## config.mk

```make
export PLATFORM = sky130hd
export DESIGN_NAME = alphabet_shift_cipher_unit
export DESIGN_NICKNAME = d
export VERILOG_FILES = /design/src/rtl/asc_pkg.sv /design/src/rtl/asc_ram.sv /design/src/rtl/asc_front.sv /design/src/rtl/asc_back.sv /design/src/rtl/alphabet_shift_cipher_unit.sv
export SDC_FILE = /design/constraint.sdc
export NUM_CORES = 2
export LEC_CHECK = 0
export BUFFER_PORTS_ARGS = -buffer_cell sky130_fd_sc_hd__buf_2
export CAP_MARGIN = 20
export CORE_MARGIN = 4
export CORE_UTILIZATION = 60
export CTS_CLUSTER_DIAMETER = 30
export CTS_CLUSTER_SIZE = 20
export DETAILED_ROUTE_END_ITERATION = 6
export PLACE_DENSITY = 0.82
export SYNTH_ARGS = -nofsm -noshare
export SYNTH_HDL_FRONTEND = slang
export SYNTH_HIERARCHICAL = 1
export SYNTH_SLANG_ARGS = --single-unit
```

## constraint.sdc

```tcl
create_clock -name clk -period 10.98 [get_ports clk]
set_clock_uncertainty 0.2 [all_clocks]
set_input_delay 1.098 -clock clk [delete_from_list [all_inputs] [get_ports clk]]
set_output_delay 1.098 -clock clk [all_outputs]
set_load 0.005 [all_outputs]
```

## src/rtl/asc_pkg.sv

```systemverilog
// shared types and constants of the alphabet shift cipher
package asc_pkg;

	// item commands
	typedef enum logic [1:0] {
		CMD_LOAD    = 2'd0,
		CMD_ENCRYPT = 2'd1,
		CMD_DECRYPT = 2'd2,
		CMD_NONE    = 2'd3
	} cmd_t;

	// input item
	typedef struct packed {
		cmd_t       cmd;
		logic [7:0] char_in;
		logic [6:0] entry_index;
	} in_item_t;

	// result item
	typedef struct packed {
		logic [7:0] char_out;
		logic       found;
	} out_item_t;

	// back end sequencer states
	typedef enum logic [2:0] {
		ST_IDLE,
		ST_MOD,
		ST_SEARCH,
		ST_FETCH,
		ST_EMIT
	} state_t;

	// configuration registers, selected by byte address bit 2
	localparam int          ADDR_W   = 3;
	localparam logic        REG_SIZE = 1'b0;
	localparam logic        REG_KEY  = 1'b1;
	localparam logic [7:0]  SIZE_RST = 8'd26;
	localparam logic [7:0]  KEY_RST  = 8'd1;

endpackage

```

## src/rtl/asc_ram.sv

```systemverilog
// generic single write, single read ram with registered read data
module asc_ram #(
	parameter int WIDTH = 8,
	parameter int DEPTH = 128
) (
	input  logic                     clk,
	input  logic                     we,
	input  logic [$clog2(DEPTH)-1:0] waddr,
	input  logic [WIDTH-1:0]         wdata,
	input  logic [$clog2(DEPTH)-1:0] raddr,
	output logic [WIDTH-1:0]         rdata
);

	logic [WIDTH-1:0] mem_q [DEPTH];

	// write port
	always_ff @(posedge clk) begin
		if (we) begin
			mem_q[waddr] <= wdata;
		end
	end

	// registered read port
	always_ff @(posedge clk) begin
		rdata <= mem_q[raddr];
	end

endmodule

```

## src/rtl/asc_front.sv

```systemverilog
// front end: takes items, drops those with no effect, queues the rest
module asc_front #(
	parameter int TABLE_DEPTH = 128
) (
	input  logic             clk,
	input  logic             arst_n,
	input  logic             push,
	output logic             full,
	input  asc_pkg::in_item_t item,
	output logic             q_valid,
	output asc_pkg::in_item_t q_item,
	input  logic             q_pop
);

	asc_pkg::in_item_t slot_q [2];
	logic              wr_ptr_q;
	logic              rd_ptr_q;
	logic [1:0]        cnt_q;
	logic              keep;
	logic              wr_en;
	logic              rd_en;

	// classify: unused command and loads past the table are dropped
	always_comb begin
		case (item.cmd)
			asc_pkg::CMD_LOAD:    keep = (9'(item.entry_index) < 9'(TABLE_DEPTH));
			asc_pkg::CMD_ENCRYPT: keep = 1'b1;
			asc_pkg::CMD_DECRYPT: keep = 1'b1;
			default:              keep = 1'b0;
		endcase
	end

	assign full    = (cnt_q == 2'd2);
	assign wr_en   = push && !full && keep;
	assign q_valid = (cnt_q != 2'd0);
	assign rd_en   = q_pop && q_valid;
	assign q_item  = slot_q[rd_ptr_q];

	// two entry queue storage
	always_ff @(posedge clk) begin
		if (wr_en) begin
			slot_q[wr_ptr_q] <= item;
		end
	end

	// queue pointers and fill count
	always_ff @(posedge clk or negedge arst_n) begin
		if (!arst_n) begin
			wr_ptr_q <= 1'b0;
			rd_ptr_q <= 1'b0;
			cnt_q    <= 2'd0;
		end else begin
			if (wr_en) begin
				wr_ptr_q <= !wr_ptr_q;
			end
			if (rd_en) begin
				rd_ptr_q <= !rd_ptr_q;
			end
			case ({wr_en, rd_en})
				2'b10:   cnt_q <= cnt_q + 2'd1;
				2'b01:   cnt_q <= cnt_q - 2'd1;
				default: cnt_q <= cnt_q;
			endcase
		end
	end

endmodule

```

## src/rtl/asc_back.sv

```systemverilog
// back end: table writes, key reduction, first-match search, result register
module asc_back #(
	parameter int TABLE_DEPTH = 128
) (
	input  logic               clk,
	input  logic               arst_n,
	input  logic               q_valid,
	input  asc_pkg::in_item_t  q_item,
	output logic               q_pop,
	input  logic [7:0]         alphabet_size,
	input  logic [7:0]         shift_key,
	output logic               empty,
	input  logic               pop,
	output asc_pkg::out_item_t result
);

	localparam int AW = $clog2(TABLE_DEPTH);
	localparam int NW = $clog2(TABLE_DEPTH + 1);

	asc_pkg::state_t    state_q;
	asc_pkg::state_t    state_d;
	asc_pkg::cmd_t      cmd_q;
	logic [7:0]         ch_q;
	logic [NW-1:0]      rem_q;
	logic [2:0]         bit_q;
	logic [NW-1:0]      scan_q;
	logic               pend_q;
	logic [AW-1:0]      pend_pos_q;
	logic [AW-1:0]      dst_q;
	logic               hit_q;
	logic               out_valid_q;
	asc_pkg::out_item_t out_item_q;

	logic [8:0]         n_sat;
	logic [NW-1:0]      n;
	logic [NW:0]        div_shift;
	logic [NW-1:0]      rem_next;
	logic [NW:0]        pos_e;
	logic [NW:0]        key_e;
	logic [NW:0]        n_e;
	logic [NW:0]        dst_sum;
	logic [AW-1:0]      dst;
	logic               issue;
	logic               hit;
	logic               miss;
	logic               out_free;
	logic               we;
	logic [AW-1:0]      raddr;
	logic [7:0]         rdata;

	// active alphabet size, saturated to the table depth
	assign n_sat = ({1'b0, alphabet_size} > 9'(TABLE_DEPTH)) ? 9'(TABLE_DEPTH)
		: {1'b0, alphabet_size};
	assign n = n_sat[NW-1:0];

	// one restoring division step of key mod size
	always_comb begin
		div_shift = {rem_q, shift_key[bit_q]};
		if (div_shift >= {1'b0, n}) begin
			rem_next = NW'(div_shift - {1'b0, n});
		end else begin
			rem_next = div_shift[NW-1:0];
		end
	end

	// target position of a hit, wrapped once
	always_comb begin
		pos_e = (NW + 1)'(pend_pos_q);
		key_e = {1'b0, rem_q};
		n_e   = {1'b0, n};
		if (cmd_q == asc_pkg::CMD_ENCRYPT) begin
			dst_sum = pos_e + key_e;
			if (dst_sum >= n_e) begin
				dst_sum = dst_sum - n_e;
			end
		end else if (pos_e >= key_e) begin
			dst_sum = pos_e - key_e;
		end else begin
			dst_sum = pos_e + n_e - key_e;
		end
		dst = dst_sum[AW-1:0];
	end

	// search status: data of the previous read is compared this cycle
	assign issue    = (scan_q < n);
	assign hit      = pend_q && (rdata == ch_q);
	assign miss     = !pend_q && !issue;
	assign out_free = !out_valid_q || pop;

	// next state
	always_comb begin
		state_d = state_q;
		case (state_q)
			asc_pkg::ST_IDLE: begin
				if (q_valid && q_item.cmd != asc_pkg::CMD_LOAD) begin
					state_d = asc_pkg::ST_MOD;
				end
			end
			asc_pkg::ST_MOD: begin
				if (bit_q == 3'd0) begin
					state_d = asc_pkg::ST_SEARCH;
				end
			end
			asc_pkg::ST_SEARCH: begin
				if (hit) begin
					state_d = asc_pkg::ST_FETCH;
				end else if (miss) begin
					state_d = asc_pkg::ST_EMIT;
				end
			end
			asc_pkg::ST_FETCH: state_d = asc_pkg::ST_EMIT;
			asc_pkg::ST_EMIT: begin
				if (out_free) begin
					state_d = asc_pkg::ST_IDLE;
				end
			end
			default: state_d = asc_pkg::ST_IDLE;
		endcase
	end

	// sequencer outputs
	always_comb begin
		q_pop = 1'b0;
		we    = 1'b0;
		raddr = dst_q;
		case (state_q)
			asc_pkg::ST_IDLE: begin
				q_pop = q_valid;
				we    = q_valid && (q_item.cmd == asc_pkg::CMD_LOAD);
			end
			asc_pkg::ST_SEARCH: raddr = scan_q[AW-1:0];
			default: begin
				q_pop = 1'b0;
			end
		endcase
	end

	// state register
	always_ff @(posedge clk or negedge arst_n) begin
		if (!arst_n) begin
			state_q <= asc_pkg::ST_IDLE;
		end else begin
			state_q <= state_d;
		end
	end

	// working registers of the current item
	always_ff @(posedge clk) begin
		case (state_q)
			asc_pkg::ST_IDLE: begin
				cmd_q <= q_item.cmd;
				ch_q  <= q_item.char_in;
				rem_q <= '0;
				bit_q <= 3'd7;
			end
			asc_pkg::ST_MOD: begin
				rem_q  <= rem_next;
				bit_q  <= bit_q - 3'd1;
				scan_q <= '0;
				pend_q <= 1'b0;
			end
			asc_pkg::ST_SEARCH: begin
				pend_q     <= issue;
				pend_pos_q <= scan_q[AW-1:0];
				if (issue) begin
					scan_q <= scan_q + NW'(1);
				end
				dst_q <= dst;
				hit_q <= hit;
			end
			default: begin
				hit_q <= hit_q;
			end
		endcase
	end

	// result register
	always_ff @(posedge clk or negedge arst_n) begin
		if (!arst_n) begin
			out_valid_q <= 1'b0;
		end else if (state_q == asc_pkg::ST_EMIT && out_free) begin
			out_valid_q <= 1'b1;
		end else if (pop) begin
			out_valid_q <= 1'b0;
		end
	end

	always_ff @(posedge clk) begin
		if (state_q == asc_pkg::ST_EMIT && out_free) begin
			out_item_q.char_out <= hit_q ? rdata : ch_q;
			out_item_q.found    <= hit_q;
		end
	end

	assign empty  = !out_valid_q;
	assign result = out_item_q;

	// alphabet table
	asc_ram #(
		.WIDTH (8),
		.DEPTH (TABLE_DEPTH)
	) u_table (
		.clk   (clk),
		.we    (we),
		.waddr (AW'(q_item.entry_index)),
		.wdata (q_item.char_in),
		.raddr (raddr),
		.rdata (rdata)
	);

endmodule

```

## src/rtl/alphabet_shift_cipher_unit.sv

```systemverilog
// top level of the alphabet shift cipher: register port, front and back ends
//
//  channel  | handshake             | payload
//  ---------+-----------------------+------------------------------------
//  input    | push / full           | item (cmd, char_in, entry_index)
//  result   | empty / pop           | result (char_out, found)
//  config   | psel penable pwrite   | paddr, pwdata, prdata (size, key)
//
// An encrypt or decrypt item leaves the queue, has its key reduced mod the active
// size, walks the table for the first match, reads the target after a hit and
// posts the result. A load is written to the table as it leaves the queue. Reset
// clears the queue and the result register; the table is undefined until written.
// The two entry queue takes items while the back end works; the back end waits
// while an unpopped result holds its register.
module alphabet_shift_cipher_unit #(
	parameter int TABLE_DEPTH = 128
) (
	input  logic                         clk,
	input  logic                         arst_n,
	input  logic                         push,
	output logic                         full,
	input  asc_pkg::in_item_t            item,
	output logic                         empty,
	input  logic                         pop,
	output asc_pkg::out_item_t           result,
	input  logic                         psel,
	input  logic                         penable,
	input  logic                         pwrite,
	input  logic [asc_pkg::ADDR_W-1:0]   paddr,
	input  logic [31:0]                  pwdata,
	output logic [31:0]                  prdata,
	output logic                         pready
);

	logic [7:0]        size_q;
	logic [7:0]        key_q;
	logic              cfg_wr;
	logic              q_valid;
	logic              q_pop;
	asc_pkg::in_item_t q_item;

	assign pready = 1'b1;
	assign cfg_wr = psel && penable && pwrite && pready;

	// configuration registers
	always_ff @(posedge clk or negedge arst_n) begin
		if (!arst_n) begin
			size_q <= asc_pkg::SIZE_RST;
			key_q  <= asc_pkg::KEY_RST;
		end else if (cfg_wr) begin
			if (paddr[2] == asc_pkg::REG_SIZE) begin
				size_q <= pwdata[7:0];
			end else begin
				key_q <= pwdata[7:0];
			end
		end
	end

	// register read back
	always_comb begin
		case (paddr[2])
			asc_pkg::REG_KEY: prdata = {24'd0, key_q};
			default:          prdata = {24'd0, size_q};
		endcase
	end

	asc_front #(
		.TABLE_DEPTH (TABLE_DEPTH)
	) u_front (
		.clk     (clk),
		.arst_n  (arst_n),
		.push    (push),
		.full    (full),
		.item    (item),
		.q_valid (q_valid),
		.q_item  (q_item),
		.q_pop   (q_pop)
	);

	asc_back #(
		.TABLE_DEPTH (TABLE_DEPTH)
	) u_back (
		.clk           (clk),
		.arst_n        (arst_n),
		.q_valid       (q_valid),
		.q_item        (q_item),
		.q_pop         (q_pop),
		.alphabet_size (size_q),
		.shift_key     (key_q),
		.empty         (empty),
		.pop           (pop),
		.result        (result)
	);

endmodule
```

==> results_dict.tcl <==
set metrics [dict create \
    die_w_um 287.3 \
    grtUsageTotal 0.2944 \
    cts-root-buf "clkbuf_16" \
    fin_area_mm2 0.05442 \
    cts_tree "built" \
    grt_pass1_wl_um 176200 \
    ys_ff_latch 1144 \
    max-vdd-ir-drop_mv 0.2254 \
    core_area_mm2 0.07734 \
    post_drt_wl_per_cell_um 33.69 \
    grt_max_degree 143 \
    rsz0062_at_grt "false" \
    final_common_cell "edfxtp_1" \
    grt_pass1_vias 25530 \
    finalSetupViolations 0 \
    synth_top_family_by_area "multiplexers" \
    use_met2 0.4832 \
    rows 102 \
    yosys_most_used_dff "edfxtp_1" \
    tns_ns 0 \
    worstPathMaxFanout 109 \
    start_util 0.6050 \
    die_y_um 287.3 \
    switching_share 0.2813 \
    cts_hold_buf 0 \
    grt_use_met3 0.06796 \
    io_buffers 51 \
    final_antenna_net_count 0 \
    drv_cap 0 \
    drtPass1Iterations 6 \
    grt_antenna_before_repair 4 \
    p_clk_frac 0.423 \
    clkTransAtPathRegs_ns 0.06 \
    ios 103 \
    busiest_layer "met2" \
    gp_congestion 0.8812 \
    fin_crit_ns 5.616 \
    cts_resized 0 \
    hold_slack_ns 0.1296 \
    yosysWarnings 6 \
    synth_cell_types 75 \
    hpwl_um 61760 \
    dp.cells 3271 \
    crit_path_end_kind "flip-flop" \
    worstMarginPinSlew_ns 1.233 \
    netlist_area_mm2 0.04679 \
    drive_gt1_frac 0.3125 \
    final_cell_mix "1112 x edfxtp_1, 338 x mux4_2, 179 x clkbuf_16" \
    fin_crit_sh 0.5114 \
    clock_sinks 1144 \
    comb_power_share 0.172 \
    final_core_util 0.7036 \
    critPathLaunchType "flip-flop" \
    cts_htree_levels 4 \
    synth_edf_count 1112 \
    grt_remaining_overflow 0 \
    finalWirelength_um 121500 \
    cts_buffers 174 \
    slew_violations 0 \
    p_int_mw 9.867 \
    synthAdderAreaFrac 0.01711 \
    die-area_mm2 0.08252 \
    final_cells 3607 \
    clk_latency_ns 0.75 \
    hold_viol_final 0 \
    areaGrowthSynthToFinish_pct 16.29 \
    cellLeakagePower_nw 17.83 \
    seqPwrFrac 0.406 \
    syn_inst 2254 \
    hp-class "primary input to async pin" \
    nets 2532 \
    outcome "complete, no violations" \
    drt_iter0_drc 3363 \
    crit_type "flip-flop to flip-flop" \
    async_reset_ff_frac 0.02098 \
    vias 24900 \
    met1_usage 0.3834 \
    post-cts-setup-buffers 0 \
    crit_required_ns 11.43 \
    syn_area_per_cell_um2 20.76 \
    drc 0 \
    relSlewSlack 0.1779 \
    worstPathArrival_ns 6.06 \
    viasPerCell 6.904 \
    fmaxAchievable_mhz 178.1 \
    synth_compound_area_frac 0.01626 \
    p_sw_mw 3.862 \
    synth_simple_gate_area_share 0.03305 \
    ys_seq_area_frac 0.7300 \
    clockBufferDepth 3 \
    synthXorXnorAreaFrac 0.006551 \
    postPlaceCellArea_mm2 0.04810 \
    pwr_density_cell_mw_per_mm2 252.3 \
    muxShareOfSynthArea 0.1787 \
]
-- path summary, 6_finish.rpt --
check / from / end / slack (ns) / cells after the start
max: u_back/state_q[2] / u_back/u_table/rdata[5] / 5.36 / 11
min: arst_n / u_front/wr_ptr_q / 0.13 / 1
max reg2reg: u_back/state_q[2] / u_back/u_table/rdata[5] / 5.36 / 11
min reg2reg: u_front/cnt_q[1] / u_front/cnt_q[1] / 0.32 / 1
max in group asynchronous: arst_n / size_q[1] / 10.07 / 1
min in group clk: u_front/cnt_q[1] / u_front/cnt_q[1] / 0.32 / 1
-- state kept, by name, summed over array words and instances (netlist names) --
| register | cells |
|---|---|
| u_front/wr_ptr_q | 1 |
| u_back/pend_pos_q | 7 |
| u_back/rem_q | 8 |
| u_front/cnt_q | 2 |
| u_back/ch_q | 8 |
| u_back/u_table/mem_q | 1024 |
| key_q | 8 |
| u_front/rd_ptr_q | 1 |
| size_q | 8 |
| u_back/cmd_q | 2 |
| u_back/out_valid_q | 1 |
| u_back/u_table/rdata | 8 |
| u_back/pend_q | 1 |
| u_back/state_q | 3 |
| u_front/slot_q | 34 |
| u_back/hit_q | 1 |
| u_back/scan_q | 8 |
| u_back/bit_q | 3 |
| u_back/result | 9 |
| u_back/dst_q | 7 |
-- cell usage after synthesis (all sizes together) (19+ instances only) --
master  number  share of area
edfxtp    1112           0.71
mux4       338           0.16
nor2       155          0.012
buf         78          0.010
nand2       64         0.0051
mux2        59          0.014
clkbuf      52         0.0042
ha          48          0.013
inv         45         0.0036
nand3       24         0.0026
xnor2       24         0.0045
nor2b       21         0.0030
dfrtp       20          0.011
o21ai       20         0.0025
nor3        19         0.0020
-- stage by stage --
step                setup WS (ns)  power, mW
floorplan                   6.815      7.121
global placement            5.262      7.707
detailed placement          5.163      7.848
CTS                         5.053      13.69
global route                5.043      14.17
finish                      5.364      13.73
-- logic make-up (layout without fill, tap and decap cells) --
| kind of cell | Yosys count | after routing |
|---|---|---|
| other | 2 | 29 |
| multiplexers | 405 | 405 |
| AND/OR/NAND/NOR | 332 | 332 |
| AO/OA/AOI/OAI | 102 | 102 |
| buffers and inverters | 176 | 462 |
| flip-flops | 1144 | 1144 |
| adder cells (fa/ha/maj) | 58 | 58 |
| XOR/XNOR | 35 | 35 |
-- power by group through the flow --
stage / clock network [mW] / registers, mW / logic [mW]
4_1_cts: 5.84 / 5.56 / 2.29
6_report: 5.80 / 5.57 / 2.36
3_5_place_dp: 0 / 5.64 / 2.21
3_3_place_gp: 0 / 5.63 / 2.08
2_1_floorplan: 0 / 5.58 / 1.54
5_1_grt: 6.07 / 5.58 / 2.52
-- worst max-delay path, cell delays in order (launching register included) --
cell and delay (ns):
dfrtp_1 0.43, nand2b_1 0.20, or2_2 0.46, clkinv_1 0.51, nand2_1 0.20, nand2_4 0.25
buf_16 0.32, buf_12 0.66, mux4_2 0.66, mux4_2 0.57, mux4_2 0.54, mux2_2 0.29
-- metal layers --
layer / vias up / share of wire / wire (um)
met3: 348 / 0.10 / 12480
li1: 9592 / - / -
met5: - / 0.00022 / 27
met1: 12950 / 0.34 / 41640
met2: 2010 / 0.51 / 62090
met4: 4 / 0.044 / 5298
-- final cells by class --
type                    instances  area [um^2]
clock inverters               121         1599
inverters                      46        172.7
diodes                          4        10.01
multi-input cells             957        11930
flip-flops and latches       1144        34160
well taps                    1040         1301
clock buffers                 203         4569
fillers                      4214        22920
repair buffers                 92        679.4
No activity file was read; power rests on OpenSTA's default activity.
